--- src/design/bac_pkg.sv ---
// Package for the binary arithmetic coder: transaction payload types,
// command kinds and configuration register constants.
// No dependencies.
package bac_pkg;

	localparam int AddrW = 2;
	localparam int DataW = 32;

	// Configuration register byte addresses
	localparam logic [AddrW-1:0] REG_DECODE_MODE = 2'd0;

	// Command kinds
	localparam logic [1:0] KIND_START = 2'd0;
	localparam logic [1:0] KIND_CODE  = 2'd1;
	localparam logic [1:0] KIND_FLUSH = 2'd2;

	typedef struct packed {
		logic [1:0]  kind;
		logic        bit_in;
		logic [11:0] probability;
		logic [63:0] lookahead;
	} bac_in_t;

	typedef struct packed {
		logic [7:0] out_byte;
		logic       byte_valid;
		logic       decoded_bit;
		logic [3:0] bytes_consumed;
		logic       last;
	} bac_out_t;

endpackage

--- src/design/bac_mul.sv ---
// Shared multiplier of the binary arithmetic coder: one 32-bit half of the
// range times the probability, product registered. Depends on nothing.
module bac_mul #(
	parameter int PROB_BITS = 12
) (
	input  logic                      clk,
	input  logic                      en,
	input  logic [31:0]               a,
	input  logic [PROB_BITS-1:0]      b,
	output logic [32+PROB_BITS-1:0]   prod_q
);

	localparam int ProdW = 32 + PROB_BITS;

	always_ff @(posedge clk) begin
		if (en) begin
			prod_q <= ProdW'(a) * ProdW'(b);
		end
	end

endmodule

--- src/design/binary_arithmetic_coder.sv ---
// Binary arithmetic coder (carry-less, 64-bit low/high/code), top level.
// Uses bac_pkg for payload types and constants, bac_mul for the multiplier.
//
// Usage:
//   Input channel in_valid/in_stall/in_data carries one command transaction:
//   start, code one bit, or flush. Output channel out_valid/out_stall/out_data
//   carries the results; each command gives one or more results, the final
//   one marked by last. decode_mode is set over the APB port; the user must
//   write it only while idle, which the block itself does not enforce.
//   A code-bit command runs a sequencer around one shared 32 x PROB_BITS
//   multiplier: after the accept cycle it steps through range, high product,
//   low product, split sum, midpoint and interval update, then shifts out
//   0 to 8 bytes, plus a final result when it is not an emitted byte. Start,
//   unused kinds and a decode-mode flush give a single reply; an encode flush
//   gives the eight bytes of low. The block takes no new command until the
//   current one has written its last result; the output register lets the
//   next command start while that result waits. When the receiver stalls,
//   the sequencer holds at the next result until the output register frees up;
//   nothing is dropped. Reset clears low to zero, high to all ones, code to
//   zero, decode_mode to zero and empties the output register.
module binary_arithmetic_coder #(
	parameter int PROB_BITS = 12
) (
	input  logic                       clk,
	input  logic                       arst_n,
	input  logic                       in_valid,
	output logic                       in_stall,
	input  bac_pkg::bac_in_t           in_data,
	output logic                       out_valid,
	input  logic                       out_stall,
	output bac_pkg::bac_out_t          out_data,
	input  logic                       psel,
	input  logic                       penable,
	input  logic                       pwrite,
	input  logic [bac_pkg::AddrW-1:0]  paddr,
	input  logic [bac_pkg::DataW-1:0]  pwdata,
	output logic [bac_pkg::DataW-1:0]  prdata,
	output logic                       pready
);

	localparam int ProdW   = 32 + PROB_BITS;
	localparam int ExtW    = (PROB_BITS > 12) ? PROB_BITS : 12;
	localparam int HiShift = 32 - PROB_BITS;
	localparam logic [PROB_BITS-1:0] PMax = {PROB_BITS{1'b1}};

	localparam logic [2:0] S_IDLE   = 3'd0;
	localparam logic [2:0] S_RANGE  = 3'd1;
	localparam logic [2:0] S_MULHI  = 3'd2;
	localparam logic [2:0] S_MULLO  = 3'd3;
	localparam logic [2:0] S_SUM    = 3'd4;
	localparam logic [2:0] S_MID    = 3'd5;
	localparam logic [2:0] S_UPDATE = 3'd6;
	localparam logic [2:0] S_SHIFT  = 3'd7;

	// flush and single replies use separate flags on top of the state code
	logic [2:0]            state_q;
	logic                  flush_q;
	logic                  reply_q;
	logic                  decode_mode_q;
	logic [63:0]           range_low_q;
	logic [63:0]           range_high_q;
	logic [63:0]           code_q;
	logic [63:0]           ahead_q;
	logic [63:0]           range_q;
	logic [63:0]           split_q;
	logic [63:0]           mid_q;
	logic [ProdW-1:0]      hi_q;
	logic [PROB_BITS-1:0]  prob_q;
	logic                  bit_q;
	logic [3:0]            n_q;
	logic                  out_valid_q;
	bac_pkg::bac_out_t     out_q;
	bac_pkg::bac_out_t     reply_data_q;

	logic                  cfg_write;
	logic                  in_accept;
	logic                  slot_free;
	logic                  out_load;
	logic [ExtW-1:0]       prob_ext;
	logic [PROB_BITS-1:0]  prob_sat;
	logic [31:0]           mul_a;
	logic                  mul_en;
	logic [ProdW-1:0]      prod;
	logic                  agree;
	logic                  more;
	logic                  last_emit;
	logic                  new_bit;

	// APB register
	assign pready    = 1'b1;
	assign cfg_write = psel & penable & pwrite;
	assign prdata    = {{(bac_pkg::DataW-1){1'b0}}, decode_mode_q};

	always_ff @(posedge clk or negedge arst_n) begin
		if (!arst_n) begin
			decode_mode_q <= 1'b0;
		end else if (cfg_write && (paddr == bac_pkg::REG_DECODE_MODE)) begin
			decode_mode_q <= pwdata[0];
		end
	end

	assign in_stall   = (state_q != S_IDLE) || flush_q || reply_q;
	assign in_accept  = in_valid && !in_stall;
	assign slot_free  = !out_valid_q || !out_stall;
	assign out_valid  = out_valid_q;
	assign out_data   = out_q;

	// load the output register with a reply, a flush byte or a code-step result
	assign out_load = slot_free && (((state_q == S_IDLE) && (reply_q || flush_q))
		|| ((state_q == S_SHIFT) && !(more && decode_mode_q)));

	// saturate the probability to the fraction width
	assign prob_ext = ExtW'(in_data.probability);
	assign prob_sat = (prob_ext > ExtW'(PMax)) ? PMax : PROB_BITS'(prob_ext);

	assign mul_en = (state_q == S_MULHI) || (state_q == S_MULLO);
	assign mul_a  = (state_q == S_MULHI) ? range_q[63:32] : range_q[31:0];

	bac_mul #(
		.PROB_BITS (PROB_BITS)
	) u_mul (
		.clk    (clk),
		.en     (mul_en),
		.a      (mul_a),
		.b      (prob_q),
		.prod_q (prod)
	);

	// the next top byte after a shift is bits 55:48 of the current low and high
	assign agree     = (range_low_q[63:56] == range_high_q[63:56]);
	assign more      = agree && (n_q != 4'd8);
	assign last_emit = (n_q == 4'd7) || (range_low_q[55:48] != range_high_q[55:48]);
	assign new_bit   = decode_mode_q ? (code_q <= mid_q) : bit_q;

	always_ff @(posedge clk or negedge arst_n) begin
		if (!arst_n) begin
			out_valid_q <= 1'b0;
		end else if (out_load) begin
			out_valid_q <= 1'b1;
		end else if (!out_stall) begin
			out_valid_q <= 1'b0;
		end
	end

	always_ff @(posedge clk or negedge arst_n) begin
		if (!arst_n) begin
			state_q      <= S_IDLE;
			flush_q      <= 1'b0;
			reply_q      <= 1'b0;
			range_low_q  <= '0;
			range_high_q <= '1;
			code_q       <= '0;
			n_q          <= '0;
		end else begin
			case (state_q)
				S_IDLE: begin
					if (reply_q) begin
						if (slot_free) begin
							out_q       <= reply_data_q;
							reply_q     <= 1'b0;
						end
					end else if (flush_q) begin
						if (slot_free) begin
							out_q       <= '{out_byte: range_low_q[63:56], byte_valid: 1'b1,
								decoded_bit: 1'b0, bytes_consumed: 4'd0,
								last: (n_q[2:0] == 3'd7)};
							range_low_q <= {range_low_q[55:0], 8'h00};
							n_q         <= n_q + 4'd1;
							if (n_q[2:0] == 3'd7) begin
								flush_q <= 1'b0;
							end
						end
					end else if (in_accept) begin
						reply_data_q <= '{out_byte: 8'd0, byte_valid: 1'b0, decoded_bit: 1'b0,
							bytes_consumed: ((in_data.kind == bac_pkg::KIND_START)
								&& decode_mode_q) ? 4'd8 : 4'd0,
							last: 1'b1};
						n_q <= '0;
						case (in_data.kind)
							bac_pkg::KIND_START: begin
								range_low_q  <= '0;
								range_high_q <= '1;
								if (decode_mode_q) begin
									code_q <= in_data.lookahead;
								end
								reply_q <= 1'b1;
							end
							bac_pkg::KIND_CODE: begin
								prob_q  <= prob_sat;
								bit_q   <= in_data.bit_in;
								ahead_q <= in_data.lookahead;
								state_q <= S_RANGE;
							end
							bac_pkg::KIND_FLUSH: begin
								if (decode_mode_q) begin
									reply_q <= 1'b1;
								end else begin
									flush_q <= 1'b1;
								end
							end
							default: begin
								reply_q <= 1'b1;
							end
						endcase
					end
				end
				S_RANGE: begin
					range_q <= range_high_q - range_low_q;
					state_q <= S_MULHI;
				end
				S_MULHI: begin
					state_q <= S_MULLO;
				end
				S_MULLO: begin
					hi_q    <= prod;
					state_q <= S_SUM;
				end
				S_SUM: begin
					split_q <= (64'(hi_q) << HiShift) + 64'(prod >> PROB_BITS);
					state_q <= S_MID;
				end
				S_MID: begin
					mid_q   <= range_low_q + split_q;
					state_q <= S_UPDATE;
				end
				S_UPDATE: begin
					bit_q <= new_bit;
					if (new_bit) begin
						range_high_q <= mid_q;
					end else begin
						range_low_q <= mid_q + 64'd1;
					end
					state_q <= S_SHIFT;
				end
				S_SHIFT: begin
					if (more) begin
						if (decode_mode_q) begin
							code_q       <= {code_q[55:0], ahead_q[63:56]};
							ahead_q      <= {ahead_q[55:0], 8'h00};
							range_low_q  <= {range_low_q[55:0], 8'h00};
							range_high_q <= {range_high_q[55:0], 8'hFF};
							n_q          <= n_q + 4'd1;
						end else if (slot_free) begin
							out_q        <= '{out_byte: range_low_q[63:56], byte_valid: 1'b1,
								decoded_bit: 1'b0, bytes_consumed: 4'd0, last: last_emit};
							range_low_q  <= {range_low_q[55:0], 8'h00};
							range_high_q <= {range_high_q[55:0], 8'hFF};
							n_q          <= n_q + 4'd1;
							if (last_emit) begin
								state_q <= S_IDLE;
							end
						end
					end else if (slot_free) begin
						// decode reports bit and byte count; encode with no byte gives a blank
						out_q       <= '{out_byte: 8'd0, byte_valid: 1'b0,
							decoded_bit: decode_mode_q & bit_q,
							bytes_consumed: decode_mode_q ? n_q : 4'd0, last: 1'b1};
						state_q     <= S_IDLE;
					end
				end
				default: begin
					state_q <= S_IDLE;
				end
			endcase
		end
	end

`ifndef ASSERT_OFF
	a_low_not_above_high: assert property (@(posedge clk) disable iff (!arst_n)
		!flush_q |-> (range_low_q <= range_high_q))
		else $error("interval low above high");

	a_split_below_range: assert property (@(posedge clk) disable iff (!arst_n)
		(state_q == S_MID) |-> (split_q < range_q || range_q == 64'd0))
		else $error("split not below range");

	a_shift_count: assert property (@(posedge clk) disable iff (!arst_n)
		(state_q == S_SHIFT) |-> (n_q <= 4'd8))
		else $error("more than eight bytes shifted");

	a_shift_starts_clear: assert property (@(posedge clk) disable iff (!arst_n)
		(state_q == S_UPDATE) |=> (state_q == S_SHIFT && n_q == 4'd0))
		else $error("byte count not cleared at shift start");
`endif

endmodule
--- config.mk ---
export PLATFORM = sky130hd
export DESIGN_NAME = binary_arithmetic_coder
export DESIGN_NICKNAME = d
export VERILOG_FILES = /design/src/design/bac_pkg.sv /design/src/design/bac_mul.sv /design/src/design/binary_arithmetic_coder.sv
export SDC_FILE = /design/constraint.sdc
export NUM_CORES = 2
export LEC_CHECK = 0
export BUFFER_PORTS_ARGS = -buffer_cell sky130_fd_sc_hd__buf_2
export CAP_MARGIN = 10
export CORE_MARGIN = 1
export CORE_UTILIZATION = 45
export CTS_BUF_LIST = sky130_fd_sc_hd__clkbuf_8
export DETAILED_ROUTE_END_ITERATION = 16
export PLACE_DENSITY = 0.62
export SYNTH_ARGS = -nofsm -noshare
export SYNTH_HDL_FRONTEND = slang
export SYNTH_SLANG_ARGS = --single-unit
--- constraint.sdc ---
create_clock -name clk -period 16.29 [get_ports clk]
set_clock_uncertainty 0.15 [all_clocks]
set_input_delay 0.8145 -clock clk [delete_from_list [all_inputs] [get_ports clk]]
set_output_delay 0.8145 -clock clk [all_outputs]
set_load 0.01 [all_outputs]
---- Word level (Yosys, flattened, before mapping) ----
Cells that the tools add are included.
word-level totals
  register bits after elaboration ......... 579
  logic and storage cells ................. 192
  input port bits ......................... 120
cells by class
  order comparisons ....................... 2
  add/sub/neg operators ................... 5
  multiply operators ...................... 1
  equal/unequal tests ..................... 33
  reductions and logical operators ........ 41
  multiplexer cells ....................... 82
  bitwise gates (word level) .............. 5
operator list
  kind                     number
  $mux W64                 29
  $pmux W64 S3             2
  $pmux W64 S2             2
  $mux W15                 8
  $add A64 B1 Y64 const B  1
  $add A64 B32 Y64         1
  $add A64 B64 Y64         1
  $le A64 B64 Y1           1
  $sub A64 B64 Y64         1
  $mul A32 B12 Y44         1
  $mux W32                 1
  $mux W4                  8
  $pmux W15 S2             1
  $mux W3                  9
  $pmux W3 S8              1
  $reduce_and A6 Y1        4
  $reduce_and A8 Y1        3
  $ne A2 B2 Y1 const B     10
  $mux W1                  18
  $eq A3 B3 Y1 const B     5
  $ne A3 B3 Y1 const B     5
  $gt A12 B12 Y1 const B   1
  $reduce_and A2 Y1        5
  $eq A8 B8 Y1             1
  24 further kinds         50

---- Depth between registers and ports, before layout ----
  word-level depth ........................ 9
  mapped depth ............................ 31
  depth with buffers taken out ............ 27

---- Hierarchy ----
A second synthesis with hierarchy kept.
second synthesis, totals
  cells, all modules ...................... 4657
  area total of the unflattened synthesis .. 45249.6 sq um
modules (own cells, without submodules)
  module                   area each (sq um)  cells an instance  instances
  binary_arithmetic_coder  32019.5            3189               1
  bac_mul                  13230.2            1468               1

---- Worst setup path after synthesis ----
OpenSTA, ideal clock, no wires.
  kind .................................... register -> register
  start ................................... register state_q[0]
  end ..................................... register u_mul.prod_q[43] (data pin)
  period minus slack after synthesis ...... 7283 ps
  path slack .............................. 9007 ps
  arrival ................................. 6873 ps
  stages on the path, launching flop included .. 28
  path through ............................ dfrtp_1 > inv_1 > ha_1 > nand2b_1 > clkbuf_1 > buf_1 > mux2_2 > clkbuf_1 > and2_1 > fa_1 > fa_1 > fa_1 > fa_1 > inv_1 > fa_1 > inv_1 > ha_1 > or3_1 > a221oi_1 > o21ai_1 > a31o_1 > o2111ai_1 > a31oi_1 > o21ai_1 > nand3_1 > a31o_1 > a21oi_1 > xnor2_1
on the way
  cells in the longest elaborated chain, start to end .. 3
RTL lines
  element                 line                            text
  start, declared         binary_arithmetic_coder.sv:56   logic [2:0] state_q;
  start signal, assigned  binary_arithmetic_coder.sv:147  state_q <= S_IDLE;
  start signal, assigned  binary_arithmetic_coder.sv:192  state_q <= S_RANGE;
  start signal, assigned  binary_arithmetic_coder.sv:209  state_q <= S_MULHI;
  $eq A3 B2 Y1            binary_arithmetic_coder.sv:117  assign mul_a = (state_q == S_MULHI) ? range_q[63:32] : range_q[31:0];
  $mux W32                binary_arithmetic_coder.sv:117
  $mul A32 B12 Y44        bac_mul.sv:17                   prod_q <= ProdW'(a) * ProdW'(b);
  end signal, assigned    bac_mul.sv:17
  end, declared           bac_mul.sv:10                   output logic [32+PROB_BITS-1:0] prod_q
Every way passes these cells.
A chain may end at the register's enable or synchronous reset.

---- Worst setup path in the final report ----
  start ................................... register state_q[0]
  end ..................................... register u_mul.prod_q[26] (data pin)
The elaborated chain is that of the path after synthesis.

==> impl_metrics.json <==
{
  "result_of_the_run": "finished, final reports clean",
  "clock_sinks": 576,
  "grt_antenna_before_repair": 4,
  "ys_async_sr_fraction_pct": 35.2,
  "detailedPlacementHpwl_um": 97100,
  "max_stage_delay_ns": 0.58,
  "grtUsageTotal_pct": 25.5,
  "share_of_cells_above_drive_strength_1_pct": 8.56,
  "crit_buf_inv": 4,
  "class_of_the_tightest_hold_or_removal_check": "in -> reg",
  "initial_utilization_pct": 45.5,
  "synth.yosys.warnings": 0,
  "cts_tree": "yes",
  "critical-path-top-cell-by-count": "fa_1",
  "rsz0062_at_grt": "no",
  "cts_htree_levels": 3,
  "ys_seq_elements": 576,
  "postSynthAreaPerCell_um2": 9.39,
  "port_buffers": 106,
  "clock_latency_at_the_later_pin_of_the_worst_skew_pair_ns": 0.78,
  "yosys.cell_types.count": 87,
  "gp_routability_congestion": 0.966,
  "area_growth_pct": 7.92,
  "worstPathMaxFanout": 32,
  "setup_violations": 0,
  "io_pins": 170,
  "largest_net_degree_at_the_start_of_global_routing": 119,
  "timing.setup.critical_path_class": "reg -> reg",
  "core_mm2": 0.0984,
  "post-synth-top-area-cell": "edfxtp_1",
  "drt_drc": 0,
  "commonest_register_cell_after_synthesis": "edfxtp_1",
  "die_area_mm2": 0.101,
  "netlist_instances": 4767,
  "route.vias.total": 34000,
  "routed_via_density": 5.53,
  "cap_viol_max_count": 0,
  "clock_tree.root_cell": "clkbuf_8",
  "post_route_wl_um": 127000,
  "endpoint_kind": "flip-flop",
  "final.fill_count": 9228,
  "slew_at_the_pin_with_the_worst_max_slew_slack_ns": 1.27,
  "shortest_period_the_worst_path_allows_ns": 7.97,
  "ys_seq_area_share_pct": 36.6,
  "die_w_um": 317,
  "critical_path_required_ns": 16.59,
  "dr.first_iter.drc_count": 2941,
  "grt_overflow_total": 0,
  "number_of_nets_with_antenna_violations_after_routing": 0,
  "maxSlewViolCount": 0,
  "max-slew-margin-rel_pct": 15.2,
  "multiInputGateArea_mm2": 0.0254,
  "cts_setup_buffers": 0,
  "synth.area.top_cells": "edfxtp_1 (25%), fa_1 (14%), ha_1 (8.2%), dfrtp_1 (7.8%), nand2_1 (6.9%)",
  "synth_edf_count": 373,
  "synth_area_mm2": 0.0448,
  "synth_largest_type_area_fraction_pct": 25.0,
  "finish.net_count": 5496,
  "vias_in_the_first_global_route": 33500,
  "dieHeight_um": 317,
  "worst-endpoint-arrival_ns": 8.28,
  "cts_buffers": 98,
  "critical_path.startpoint_type": "flip-flop",
  "grt_first_pass_wirelength_um": 196000,
  "fp-row-count": 115,
  "postLayoutCoreUtil_pct": 49.1,
  "cts_max_path_buffers": 3,
  "mostFrequentLayoutCells": "nand2_1 (817), inv_1 (554), edfxtp_1 (373)",
  "drt_pre_antenna_iters": 5,
  "seqCellArea_mm2": 0.0164,
  "clk_pin_slew_worst_paths_ns": 0.07,
  "final.period_utilization_pct": 49.0,
  "worst_path_dominant_cell_family": "adder cells",
  "max_clock_freq_mhz": 125,
  "setup-tns-final_ns": 0,
  "hold_viol_final": 0,
  "detail_route.wl_per_cell_um": 20.6,
  "area_of_all_placed_cells_without_fillers_mm2": 0.0483,
  "slowest_stage": "fa_1",
  "layout.cells.most_common": "nand2_1",
  "dpl_cell_area_mm2": 0.0462
}
-- final timing paths --
path                            slack [ns]               end  cells after the start              from
worst min register to register        0.26          hi_q[11]                      0  u_mul.prod_q[11]
max in group asynchronous            14.23   range_low_q[57]                      3            arst_n
min in group asynchronous             0.57         code_q[5]                      2            arst_n
worst min-delay path                  0.08         prob_q[9]                      1       in_data[73]
worst max-delay path                  8.32  u_mul.prod_q[26]                     25        state_q[0]
worst max register to register        8.32  u_mul.prod_q[26]                     25        state_q[0]
-- through the flow --
stage	hold slack (ns)	std cells	setup WS, ns
2_1_floorplan	0.250	4797	9.01
3_3_place_gp	0.252	5962	8.39
3_5_place_dp	0.255	5962	8.38
4_1_cts	0.0122	6147	8.24
5_1_grt	0.0345	6148	7.81
6_report	0.0772	6149	8.32
-- synth_stat cells (6+ instances only) --
cell and n:
and2_1 145, a31oi_1 80, and3_1 36, o31ai_1 18
a221oi_1 6, o22ai_1 7, nand4_1 59, nor3_1 39
nand2_1 819, ha_1 292, o21bai_1 25, o21ai_1 154
a211oi_1 16, nor4_1 12, and4_1 13, a21boi_1 6
xnor2_1 187, inv_1 528, o21a_1 31, edfxtp_1 373
dfstp_2 64, dfrtp_1 139, o21ai_0 143, a21oi_1 218
mux2_2 34, buf_1 8, fa_1 303, nand3_1 92
a21o_1 111, xor2_1 65, clkbuf_1 189, nor2b_1 23
nand2b_1 32, buf_4 33, nor2_1 267, a22oi_1 56
o211ai_1 14, buf_2 34
-- flip-flops by register name (all words and copies together), names as in the netlist, 12 cells and up --
| register | count |
|---|---|
| u_mul.prod_q | 44 |
| range_high_q | 64 |
| mid_q | 64 |
| code_q | 64 |
| ahead_q | 64 |
| hi_q | 44 |
| range_low_q | 64 |
| range_q | 64 |
| split_q | 64 |
| out_data | 15 |
| prob_q | 12 |
-- logic make-up (layout without fill, tap and decap cells) --
logic type                 Yosys count  after routing  share of synthesized area [%]
and+or+nand+nor                   1567           1567                           15.7
AOI/OAI and AO/OA                  948            948                           13.2
buffers and inverters              792            855                           7.02
adders and majority gates          595            595                           21.7
DFF                                576            576                           36.6
xor gates and xnor gates           252            252                           4.93
muxes                               35             35                          0.878
other                                2             34                         0.0168
-- layout make-up --
cell class | instances | share of cell area, %
diodes | 2 | 0.0104
clock buffers | 106 | 3.02
clock inverters | 73 | 1.15
inverters | 528 | 4.10
multi-input cells | 3429 | 52.7
flip-flops and latches | 576 | 33.9
well taps | 1287 | 3.33
repair buffers | 148 | 1.83
-- per-layer routing --
layer	global-route usage (%)	share of wire, %	up-vias	wire (um)
met5	0	0.0063	-	8
met4	10.7	4.3	2	5520
met3	3.20	6.1	235	7780
li1	-	-	16000	-
met2	40.6	45	1101	57400
met1	35.1	44	16700	56300
-- timing repair --
item / in CTS / in global routing
setup endpoints to repair: 0 / 0
endpoints found under the hold margin: 21 / 0
hold buffers: 6 / 0
resized for setup: 0 / 0
Power is left out: the tool's default activity adds up to more than one toggle a clock period on the data nets, which glitch-free logic cannot reach.
